===== src/sv/dnp3lhc_pkg.sv =====
// Types and constants of the DNP3 link header checker.
package dnp3lhc_pkg;

  localparam logic [7:0]  START_BYTE0     = 8'h05;
  localparam logic [7:0]  START_BYTE1     = 8'h64;
  localparam logic [7:0]  MIN_LENGTH      = 8'd5;
  localparam logic [15:0] CRC_POLY_REFL   = 16'hA6BC;
  localparam logic [15:0] BROADCAST_ADDR  = 16'hFFFF;

  // Header byte positions; POS_IDLE means no header is being collected.
  typedef enum logic [3:0] {
    POS_START0 = 4'd0,
    POS_START1 = 4'd1,
    POS_LENGTH = 4'd2,
    POS_CTRL   = 4'd3,
    POS_DST_LO = 4'd4,
    POS_DST_HI = 4'd5,
    POS_SRC_LO = 4'd6,
    POS_SRC_HI = 4'd7,
    POS_CRC_LO = 4'd8,
    POS_CRC_HI = 4'd9,
    POS_IDLE   = 4'd10
  } byte_pos_t;

  typedef struct packed {
    logic        header_ok;
    logic        crc_ok;
    logic [7:0]  frame_length;
    logic        direction_bit;
    logic        primary_bit;
    logic        fcb_bit;
    logic        dfc_bit;
    logic [3:0]  link_function;
    logic [15:0] destination_address;
    logic [15:0] source_address;
    logic        broadcast;
  } result_t;

endpackage


===== src/sv/dnp3lhc_crc.sv =====
// One-byte update of the reflected CRC-16/DNP.
module dnp3lhc_crc (
  input  logic [15:0] crc_in,
  input  logic [7:0]  data,
  output logic [15:0] crc_out
);
  import dnp3lhc_pkg::*;

  always_comb begin
    logic [15:0] c;
    c = crc_in ^ {8'h00, data};
    for (int k = 0; k < 8; k++) begin
      if (c[0]) begin
        c = (c >> 1) ^ CRC_POLY_REFL;
      end else begin
        c = c >> 1;
      end
    end
    crc_out = c;
  end

endmodule


===== src/sv/dnp3lhc_parse.sv =====
// Header field capture and result formation, one byte per step.
module dnp3lhc_parse (
  input  logic                clk,
  input  logic                rst,
  input  logic                step,
  input  logic [7:0]          data,
  input  logic                start,
  output logic                emit,
  output dnp3lhc_pkg::result_t result
);
  import dnp3lhc_pkg::*;

  byte_pos_t   pos, pos_next, cur_pos;
  logic [15:0] crc, crc_base, crc_upd;
  logic        start_ok;
  logic [7:0]  length_hold;
  logic [7:0]  control_hold;
  logic [15:0] destination_hold;
  logic [15:0] source_hold;
  logic [7:0]  crc_low;
  logic [15:0] crc_rx;

  // A frame start restarts the header no matter where the previous one stood.
  assign cur_pos  = start ? POS_START0 : pos;
  assign crc_base = start ? 16'h0000 : crc;

  dnp3lhc_crc u_crc (
    .crc_in  (crc_base),
    .data    (data),
    .crc_out (crc_upd)
  );

  always_comb begin
    unique case (cur_pos)
      POS_START0: pos_next = POS_START1;
      POS_START1: pos_next = POS_LENGTH;
      POS_LENGTH: pos_next = POS_CTRL;
      POS_CTRL:   pos_next = POS_DST_LO;
      POS_DST_LO: pos_next = POS_DST_HI;
      POS_DST_HI: pos_next = POS_SRC_LO;
      POS_SRC_LO: pos_next = POS_SRC_HI;
      POS_SRC_HI: pos_next = POS_CRC_LO;
      POS_CRC_LO: pos_next = POS_CRC_HI;
      default:    pos_next = POS_IDLE;
    endcase
  end

  always_ff @(posedge clk) begin
    if (rst) begin
      pos              <= POS_IDLE;
      crc              <= '0;
      start_ok         <= 1'b0;
      length_hold      <= '0;
      control_hold     <= '0;
      destination_hold <= '0;
      source_hold      <= '0;
      crc_low          <= '0;
    end else if (step && (cur_pos != POS_IDLE)) begin
      pos <= pos_next;
      if (cur_pos < POS_CRC_LO) begin
        crc <= crc_upd;
      end else begin
        crc <= crc_base;
      end
      case (cur_pos)
        POS_START0: start_ok <= (data == START_BYTE0);
        POS_START1: start_ok <= start_ok && (data == START_BYTE1);
        POS_LENGTH: length_hold <= data;
        POS_CTRL:   control_hold <= data;
        POS_DST_LO: destination_hold <= {8'h00, data};
        POS_DST_HI: destination_hold <= {data, destination_hold[7:0]};
        POS_SRC_LO: source_hold <= {8'h00, data};
        POS_SRC_HI: source_hold <= {data, source_hold[7:0]};
        POS_CRC_LO: crc_low <= data;
        default: ;
      endcase
    end
  end

  assign emit   = step && (cur_pos == POS_CRC_HI);
  assign crc_rx = {data, crc_low};

  always_comb begin
    result.header_ok           = start_ok && (length_hold >= MIN_LENGTH);
    result.crc_ok              = (crc_rx == ~crc);
    result.frame_length        = length_hold;
    result.direction_bit       = control_hold[7];
    result.primary_bit         = control_hold[6];
    result.fcb_bit             = control_hold[5];
    result.dfc_bit             = control_hold[4];
    result.link_function       = control_hold[3:0];
    result.destination_address = destination_hold;
    result.source_address      = source_hold;
    result.broadcast           = (destination_hold == BROADCAST_ADDR);
  end

endmodule


===== config.mk =====
export PLATFORM = sky130hd
export DESIGN_NAME = dnp3lhc_parse
export DESIGN_NICKNAME = d
export VERILOG_FILES = /design/src/sv/dnp3lhc_pkg.sv /design/src/sv/dnp3lhc_crc.sv /design/src/sv/dnp3lhc_parse.sv
export SDC_FILE = /design/constraint.sdc
export NUM_CORES = 1
export LEC_CHECK = 0
export BUFFER_PORTS_ARGS = -buffer_cell sky130_fd_sc_hd__buf_4
export CORE_MARGIN = 2
export CORE_UTILIZATION = 55
export DETAILED_ROUTE_END_ITERATION = 7
export GPL_ROUTABILITY_DRIVEN = 0
export HOLD_SLACK_MARGIN = 0.05
export PLACE_DENSITY = 0.78
export SLEW_MARGIN = 10
export SYNTH_ARGS = -nofsm -noshare
export SYNTH_HDL_FRONTEND = slang
export SYNTH_SLANG_ARGS = --single-unit

===== constraint.sdc =====
create_clock -name clk -period 3.8 [get_ports clk]
set_input_delay 0.95 -clock clk [delete_from_list [all_inputs] [get_ports clk]]
set_output_delay 0.95 -clock clk [all_outputs]
set_load 0.01 [all_outputs]

# Yosys cells after proc, flatten, opt, wreduce, memory -nomap -nowiden

Memory sizes are Yosys's and may differ from the RTL's. A register that Yosys moved wholly into a read port is not among the register bits.
Index checks and enable logic that the tools add are counted.

Magnitude comparators: 2
Eq/ne operators: 14
Multiplexer cells: 14
Bitwise operators: 12
Reductions and logical operators: 16

Operator list:

| cell                 | number |
|---|---|
| $mux 16              | 10 |
| $not 8->9            | 8 |
| $pmux 16 s2          | 2 |
| $eq 16x16->1         | 1 |
| $eq 16x16->1 const B | 1 |
| $eq 4x3->1 const B   | 4 |
| $not 16->16          | 1 |
| $xor 16x8->16        | 1 |
| $reduce_and 2->1     | 6 |
| $eq 4x2->1 const B   | 2 |
| $eq 4x4->1 const B   | 2 |
| $eq 8x3->1 const B   | 1 |
| $eq 8x7->1 const B   | 1 |
| $ge 8x3->1 const B   | 1 |
| $reduce_and 3->1     | 2 |
| $reduce_bool 2->1    | 3 |
| $eq 4x1->1 const B   | 1 |
| $logic_and 1x1->1    | 4 |
| $logic_not 4->1      | 1 |
| $lt 4x4->1 const B   | 1 |
| $mux 4               | 1 |
| $ne 4x4->1 const B   | 1 |
| $not 1->1            | 2 |
| $pmux 1 s2           | 1 |

Register bits after elaboration: 73
Memory bits (read-only): 64
Bits of input ports: 12
Output and inout port bits: 52
Word-level logic and storage cells: 68
Memories kept: 1

Memories:

| name             | words | width | rd ports | clocked after memory_dff | write ports | RTL line            | RTL |
|---|---|---|---|---|---|---|---|
| (name not given) | 16    | 4     | 1        | 1                        | 0           | dnp3lhc_parse.sv:34 | `unique case (cur_pos)` |

# Logic depth before layout (Yosys ltp)

Gate-level depths: netlist (run 1).

Depth after elaboration: 19
Depth in mapped cells: 11
Depth with buffers taken out: 9

# Modules after synthesis

From an unflattened synthesis (run 1), not the netlist that was laid out.

Cells, all modules: 392
Area, all modules: 3794.9 µm²

By module, submodules not included:

| module        | times used | cells each | area an instance (µm²) | sequential area each (µm²) |
|---|---|---|---|---|
| dnp3lhc_parse | 1          | 348        | 3290.7                 | 1541.5 |
| dnp3lhc_crc   | 1          | 44         | 504.2                  | 0.0 |

# Worst setup path before layout (run 1)

Ideal clock, no wire load.

Path type: input to output
From: input data[0]
To: output result[49] (netlist name)
Arrival: 2.087 ns
Slack: 0.763 ns
Stages: 5
Cells stage by stage: buf_2 -> clkbuf_1 -> xor2_1 -> nand4_1 -> nor4_1

RTL lines:

| item               | RTL line           | RTL |
|---|---|---|
| start: declaration | dnp3lhc_parse.sv:6 | `input logic [7:0] data,` |
| end: declaration   | dnp3lhc_parse.sv:9 | `output dnp3lhc_pkg::result_t result` |

# Final worst setup path (run 1)

From: input start
To: output emit

Cells in the longest elaborated chain, start to end: 3

RTL lines:

| item               | RTL line            | RTL |
|---|---|---|
| start: declaration | dnp3lhc_parse.sv:7  | `input logic start,` |
| $mux 4             | dnp3lhc_parse.sv:24 | `assign cur_pos = start ? POS_START0 : pos;` |
| $eq 4x4->1         | dnp3lhc_parse.sv:80 | `assign emit = step && (cur_pos == POS_CRC_HI);` |
| $logic_and 1x1->1  | dnp3lhc_parse.sv:80 |  |
| end: declaration   | dnp3lhc_parse.sv:8  | `output logic emit,` |

No other way between the ends.

==> flow_metrics.py, run 1 <==
metrics = {
    "pwr": {
        "p_per_area_nw_per_um2": 589,
        "vdd_drop_max_v": 0.000345,
        "p_leak_nw": 2.13,
    },
    "sta": {
        "period_needed_ns": 3.00,
        "holdWs_ns": 0.487,
        "report.final.hold_viol_count": 0,
        "finalCritPeriodShare_pct": 79.0,
        "setup_tns_ns": 0,
        "max_slew_margin_pct": 46.0,
        "drv_slew": 0,
        "timing.fmax_mhz": 333,
        "setup_violations": 0,
        "rsz0062_at_grt": "false",
        "skew_ns": 0.00754,
        "tightest_slew_ns": 0.809,
    },
    "final_layout": {
        "final_cell_area_sq_um": 4560,
        "finish.utilization_pct": 66.7,
        "antenna_cells": 0,
        "nets": 485,
        "area_growth_pct": 16.6,
        "final_layout_size_suffix_gt1_share_pct": 19.0,
    },
    "route": {
        "vias_per_cell": 5.53,
        "drtAntennaViolNets": 0,
        "vias": 3147,
        "post-route-drc-count": 0,
        "drt_iter0_drc": 180,
        "wl_per_cell_um": 16.7,
        "dr.pass1.iters": 5,
        "routed_wl_mm": 9.48,
    },
    "clock_tree": {
        "cts_hold_buf": 0,
        "cts_root_buf": "clkbuf_8",
        "numClockSinks": 77,
        "post-cts-setup-buffers": 0,
        "cts.clk_slew.worst_paths_ns": 0.08,
        "cts_tree": "built",
        "cts_buffer_depth": 2,
        "cts_resized": 0,
        "htree_levels": 3,
        "clk_latency_ns": 0.35,
        "cts_made_buffers": 9,
    },
    "logic_synthesis": {
        "synth-seq-area-share_pct": 39.4,
        "syn_nets": 443,
        "synth.avg_cell_area_sq_um": 9.17,
        "synth.distinct_cells": 45,
        "synthMuxAreaShare_pct": 10.2,
        "synth_top_family_by_area": "XOR/XNOR gates",
        "synth_compound_area_share_pct": 8.10,
        "yosys.area.top_type_share_pct": 39.4,
        "yosys_warnings": 0,
        "netlist_area_sq_um": 3910,
        "synth_ff_type": "dfxtp_1",
        "synth_area_leaders": "dfxtp_1 39%, mux2i_1 10%, xnor2_1 8.5%",
        "synthArstFlopShare_pct": 0,
        "synth_edf_count": 0,
        "ys_seq_elements": 77,
        "synth_top_cell_by_area": "dfxtp_1",
        "synth_fa_ha_area_share_pct": 1.60,
        "synth_xor_xnor_area_share_pct": 19.7,
        "syn-instance-count": 426,
        "yosys.area_share.simple_pct": 17.3,
    },
    "critical_path": {
        "crit_end": "emit",
        "startpoint_type": "input pin",
        "slowest_delay_ns": 0.26,
        "cp_slowest_cell": "ha_1",
        "path_max_fanout": 25,
        "crit_arrival_ns": 2.05,
        "cpMostUsedCell": "buf_4",
        "path_cells": "buf_4 > nand2b_1 > inv_1 > ha_1 > and3_1 > buf_4",
        "required_ns": 2.85,
        "cp_top_family": "buffers and inverters",
        "critPathLaunch": "start",
        "rrSetupSlack_ns": 1.51,
        "critical_path_buf_inv_count": 3,
        "path_depth": 6,
        "crit_type": "in2out",
        "r2r_cells": 7,
        "r2r_start": "crc[3]",
        "end_kind": "primary output",
        "timing.rr.end": "crc[3]",
    },
    "global_route": {
        "grt_pass1_vias": 2839,
        "antenna_found_initial": 0,
        "grt_pass1_wl_mm": 14.7,
        "grt-ovfl-total": 0,
        "grt_use_total_pct": 24.7,
        "grt_max_degree": 82,
    },
    "floorplanning": {
        "dieHeight_um": 88.3,
        "row_count": 30,
        "die_w_um": 88.3,
        "core_sq_um": 6830,
        "ios": 64,
        "initial_core_util_pct": 57.2,
        "die-area_sq_um": 7800,
    },
    "worst_hold_path": {
        "hold_depth": 2,
        "hold_class": "reg2reg",
    },
    "run_status": {
        "run_status": "finished, final reports clean",
    },
    "placement": {
        "numPortBuffers": 63,
        "dpl.hpwl_mm": 6.26,
        "placedInstanceArea_sq_um": 4370,
    },
    "flow_run": {
        "cap_viol_max_count": 0,
    },
}
## cell usage after synthesis (all sizes together), types with 3 or more instances
library cell / instances
a211oi: 6
a21oi: 10
a22oi: 16
a31oi: 4
and2: 3
buf: 7
clkbuf: 25
dfxtp: 77
ha: 5
inv: 3
mux2i: 40
nand2: 21
nand2b: 4
nand3: 4
nand3b: 5
nand4: 8
nor2: 81
nor2b: 3
nor4: 5
o211ai: 3
o21ai: 3
xnor2: 43
xnor3: 4
xor2: 29
## worst min path at each step
stage	from	endpoint	slack, ns
after detailed placement	crc[15]	crc[15]	0.47
after floorplan	crc[15]	crc[15]	0.45
after global placement	crc[15]	crc[15]	0.47
after CTS	crc[15]	crc[15]	0.49
final	crc[15]	crc[15]	0.49
after global routing	crc[15]	crc[15]	0.51
## registers in the layout, summed over array words and instances, names as in the netlist
register / flops
crc: 16
length_hold: 8
start_ok: 1
crc_low: 8
pos: 4
control_hold: 8
destination_hold: 16
source_hold: 16
## where the power goes
part           internal, mW  total [mW]  switching (mW)
registers             0.871       0.969          0.0981
clock network         0.253       0.597           0.344
logic                 0.573        1.12           0.546
total                  1.70        2.68           0.988
## layer usage
metal	GRT usage [%]	wire length, um	vias to the layer above
met1	33.5	4270	1526
li1	-	-	1515
met3	3.64	468	16
met2	39.9	4570	90
met4	10.1	169	0
met5	0	0	-
## per-stage QoR
step	power, mW	setup WS, ns	std cells
CTS	2.69	0.804	569
finish	2.68	0.797	569
floorplan	1.91	0.763	426
global route	2.83	0.680	569
global placement	2.06	0.825	553
detailed placement	2.08	0.764	553
## cell usage in the layout, fill, tap and decap left out, types with 4 or more instances in the layout
cell,instances
a22oi_1,16
xor2_1,28
ha_1,5
nand3b_1,5
nor4_1,5
a21oi_1,10
dfxtp_1,77
nand2_1,21
nand2b_1,4
a211oi_1,6
a31oi_1,4
nand4_1,8
buf_4,63
nor2_1,80
clkbuf_8,9
mux2i_1,40
xnor2_1,38
xnor2_2,5
nand3_1,4
## tightest hold or removal path, cell delays in order, from the launching register on
cell,delay [ns]
dfxtp_1,0.33
nand2_1,0.06
a21oi_1,0.05
## area by class of cell
type / instances / area, sq um
fillers: 562 / 2280
clock buffers: 9 / 124
clock inverters: 7 / 63.8
repair buffers: 63 / 473
flip-flops and latches: 77 / 1540
inverters: 3 / 11.3
well taps: 96 / 120
multi-input cells: 314 / 2220
## cell families (layout without fill, tap and decap cells)
family,count (synthesis),count (layout)
flops,77,77
mux,40,40
simple gates,146,146
buf+inv,35,82
compound gates,47,47
fa+ha+maj,5,5
xor+xnor,76,76
(Power assumes the default switching activity.)
==> inputs of run 2 (changes only) <==
- clock period: 3.8 -> 3.05 ns (I/O delays scaled with it)
==> flow_metrics.py, run 2 (synthesis results as in run 1) <==
metrics = {
    "run_status": {
        "run_status": "finished, final reports clean",
    },
    "sta": {
        "report.final.hold_viol_count": 0,
        "tightest_slew_ns": 0.813,
        "finalCritPeriodShare_pct": 90.0,
        "period_needed_ns": 2.75,
        "skew_ns": 0.0111,
        "setup_tns_ns": 0,
        "max_slew_margin_pct": 45.8,
        "timing.fmax_mhz": 364,
        "setup_violations": 0,
        "drv_slew": 0,
        "rsz0062_at_grt": "false",
    },
    "clock_tree": {
        "numClockSinks": 77,
        "clk_latency_ns": 0.36,
        "cts_resized": 0,
        "cts_hold_buf": 0,
        "htree_levels": 3,
        "cts_tree": "built",
        "cts_root_buf": "clkbuf_8",
        "cts_buffer_depth": 2,
        "cts.clk_slew.worst_paths_ns": 0.08,
        "cts_made_buffers": 9,
        "post-cts-setup-buffers": 0,
    },
    "placement": {
        "numPortBuffers": 63,
        "placedInstanceArea_sq_um": 4390,
        "dpl.hpwl_mm": 6.39,
    },
    "critical_path": {
        "required_ns": 2.29,
        "slowest_delay_ns": 0.26,
        "startpoint_type": "input pin",
        "r2r_start": "crc[3]",
        "critical_path_buf_inv_count": 4,
        "crit_arrival_ns": 1.98,
        "path_cells": "buf_4 > buf_4 > nand2b_1 > inv_1 > ha_1 > and3_1 > buf_4",
        "crit_type": "in2out",
        "end_kind": "primary output",
        "cpMostUsedCell": "buf_4",
        "cp_slowest_cell": "ha_1",
        "rrSetupSlack_ns": 0.77,
        "cp_top_family": "buffers and inverters",
        "critPathLaunch": "start",
        "path_max_fanout": 17,
    },
    "route": {
        "routed_wl_mm": 9.37,
        "drtAntennaViolNets": 0,
        "drt_iter0_drc": 236,
        "post-route-drc-count": 0,
        "vias": 3165,
        "wl_per_cell_um": 16.4,
        "vias_per_cell": 5.53,
        "dr.pass1.iters": 8,
    },
    "floorplanning": {
        "die_w_um": 88.3,
        "initial_core_util_pct": 57.2,
        "ios": 64,
        "core_sq_um": 6830,
        "row_count": 30,
        "dieHeight_um": 88.3,
        "die-area_sq_um": 7800,
    },
    "final_layout": {
        "layout_commonest_cell": "nor2_1",
        "final_layout_size_suffix_gt1_share_pct": 19.5,
        "final_cell_area_sq_um": 4570,
        "area_growth_pct": 17.0,
        "largest_registers": "crc x16, destination_hold x16, source_hold x16",
        "nets": 488,
        "antenna_cells": 0,
        "mostFrequentLayoutCells": "80 x nor2_1, 77 x dfxtp_1, 66 x buf_4",
        "num-fill-cells": 584,
    },
    "global_route": {
        "grt_max_degree": 82,
        "grt-ovfl-total": 0,
        "antenna_found_initial": 0,
        "grt_pass1_vias": 2990,
        "grt_use_total_pct": 25.5,
        "grt_pass1_wl_mm": 15.3,
    },
    "pwr": {
        "p_leak_nw": 2.14,
        "vdd_drop_max_v": 0.000435,
        "combinationalPowerShare_pct": 41.8,
        "power.internal_mw": 2.11,
        "p_per_area_nw_per_um2": 725,
        "swShare_pct": 36.4,
        "seq_power_share_pct": 36.4,
        "switchingPower_mw": 1.21,
        "p_clk_share_pct": 21.8,
    },
    "flow_run": {
        "cap_viol_max_count": 0,
    },
    "worst_hold_path": {
        "hold_start": "crc[15]",
        "hold_class": "reg2reg",
    },
}
-- run 2: final timing paths --
path / endpoint / cells past startpoint
worst max register to register: crc[3] / 7
worst min-delay path: crc[15] / 2
worst max-delay path: emit / 7
worst min register to register: crc[15] / 2
-- run 2: worst min-delay path, stage by stage, from the launching register on --
cell and delay (ns):
dfxtp_1 0.34, nand2_1 0.06, a21oi_1 0.05
-- run 2: through the flow --
step                      util, %  setup slack [ns]  std cells  power [mW]  hold WS [ns]
after detailed placement     64.3             0.295        556        2.59         0.473
final                        66.9             0.304        572        3.32         0.488
after global placement       64.3             0.335        556        2.57         0.467
after global routing         66.9             0.213        572        3.50         0.525
after floorplan                 -             0.388        426        2.37         0.452
after CTS                    66.9             0.319        572        3.32         0.486
-- run 2: layer usage --
metal | global-route usage (%) | part of all wire, %
met5 | 0 | 0
met2 | 39.4 | 47
met1 | 35.8 | 45
met3 | 3.73 | 6.0
met4 | 10.9 | 1.8
-- run 2: power by group through the flow --
stage	registers, mW	logic, mW	clock network, mW
floorplan	1.17	1.20	0
global placement	1.22	1.35	0
detailed placement	1.23	1.36	0
CTS	1.20	1.38	0.734
global route	1.22	1.50	0.781
finish	1.21	1.39	0.724
-- run 2: cell type report --
type                            count  area, sq um  area share, %
Inverter                            3         11.3          0.246
Clock inverter                      7         57.6           1.26
Clock buffer                        9          124           2.71
Multi-Input combinational cell    314         2220           48.6
Timing Repair Buffer               66          495           10.8
Tap cell                           96          120           2.63
Sequential cell                    77         1540           33.7
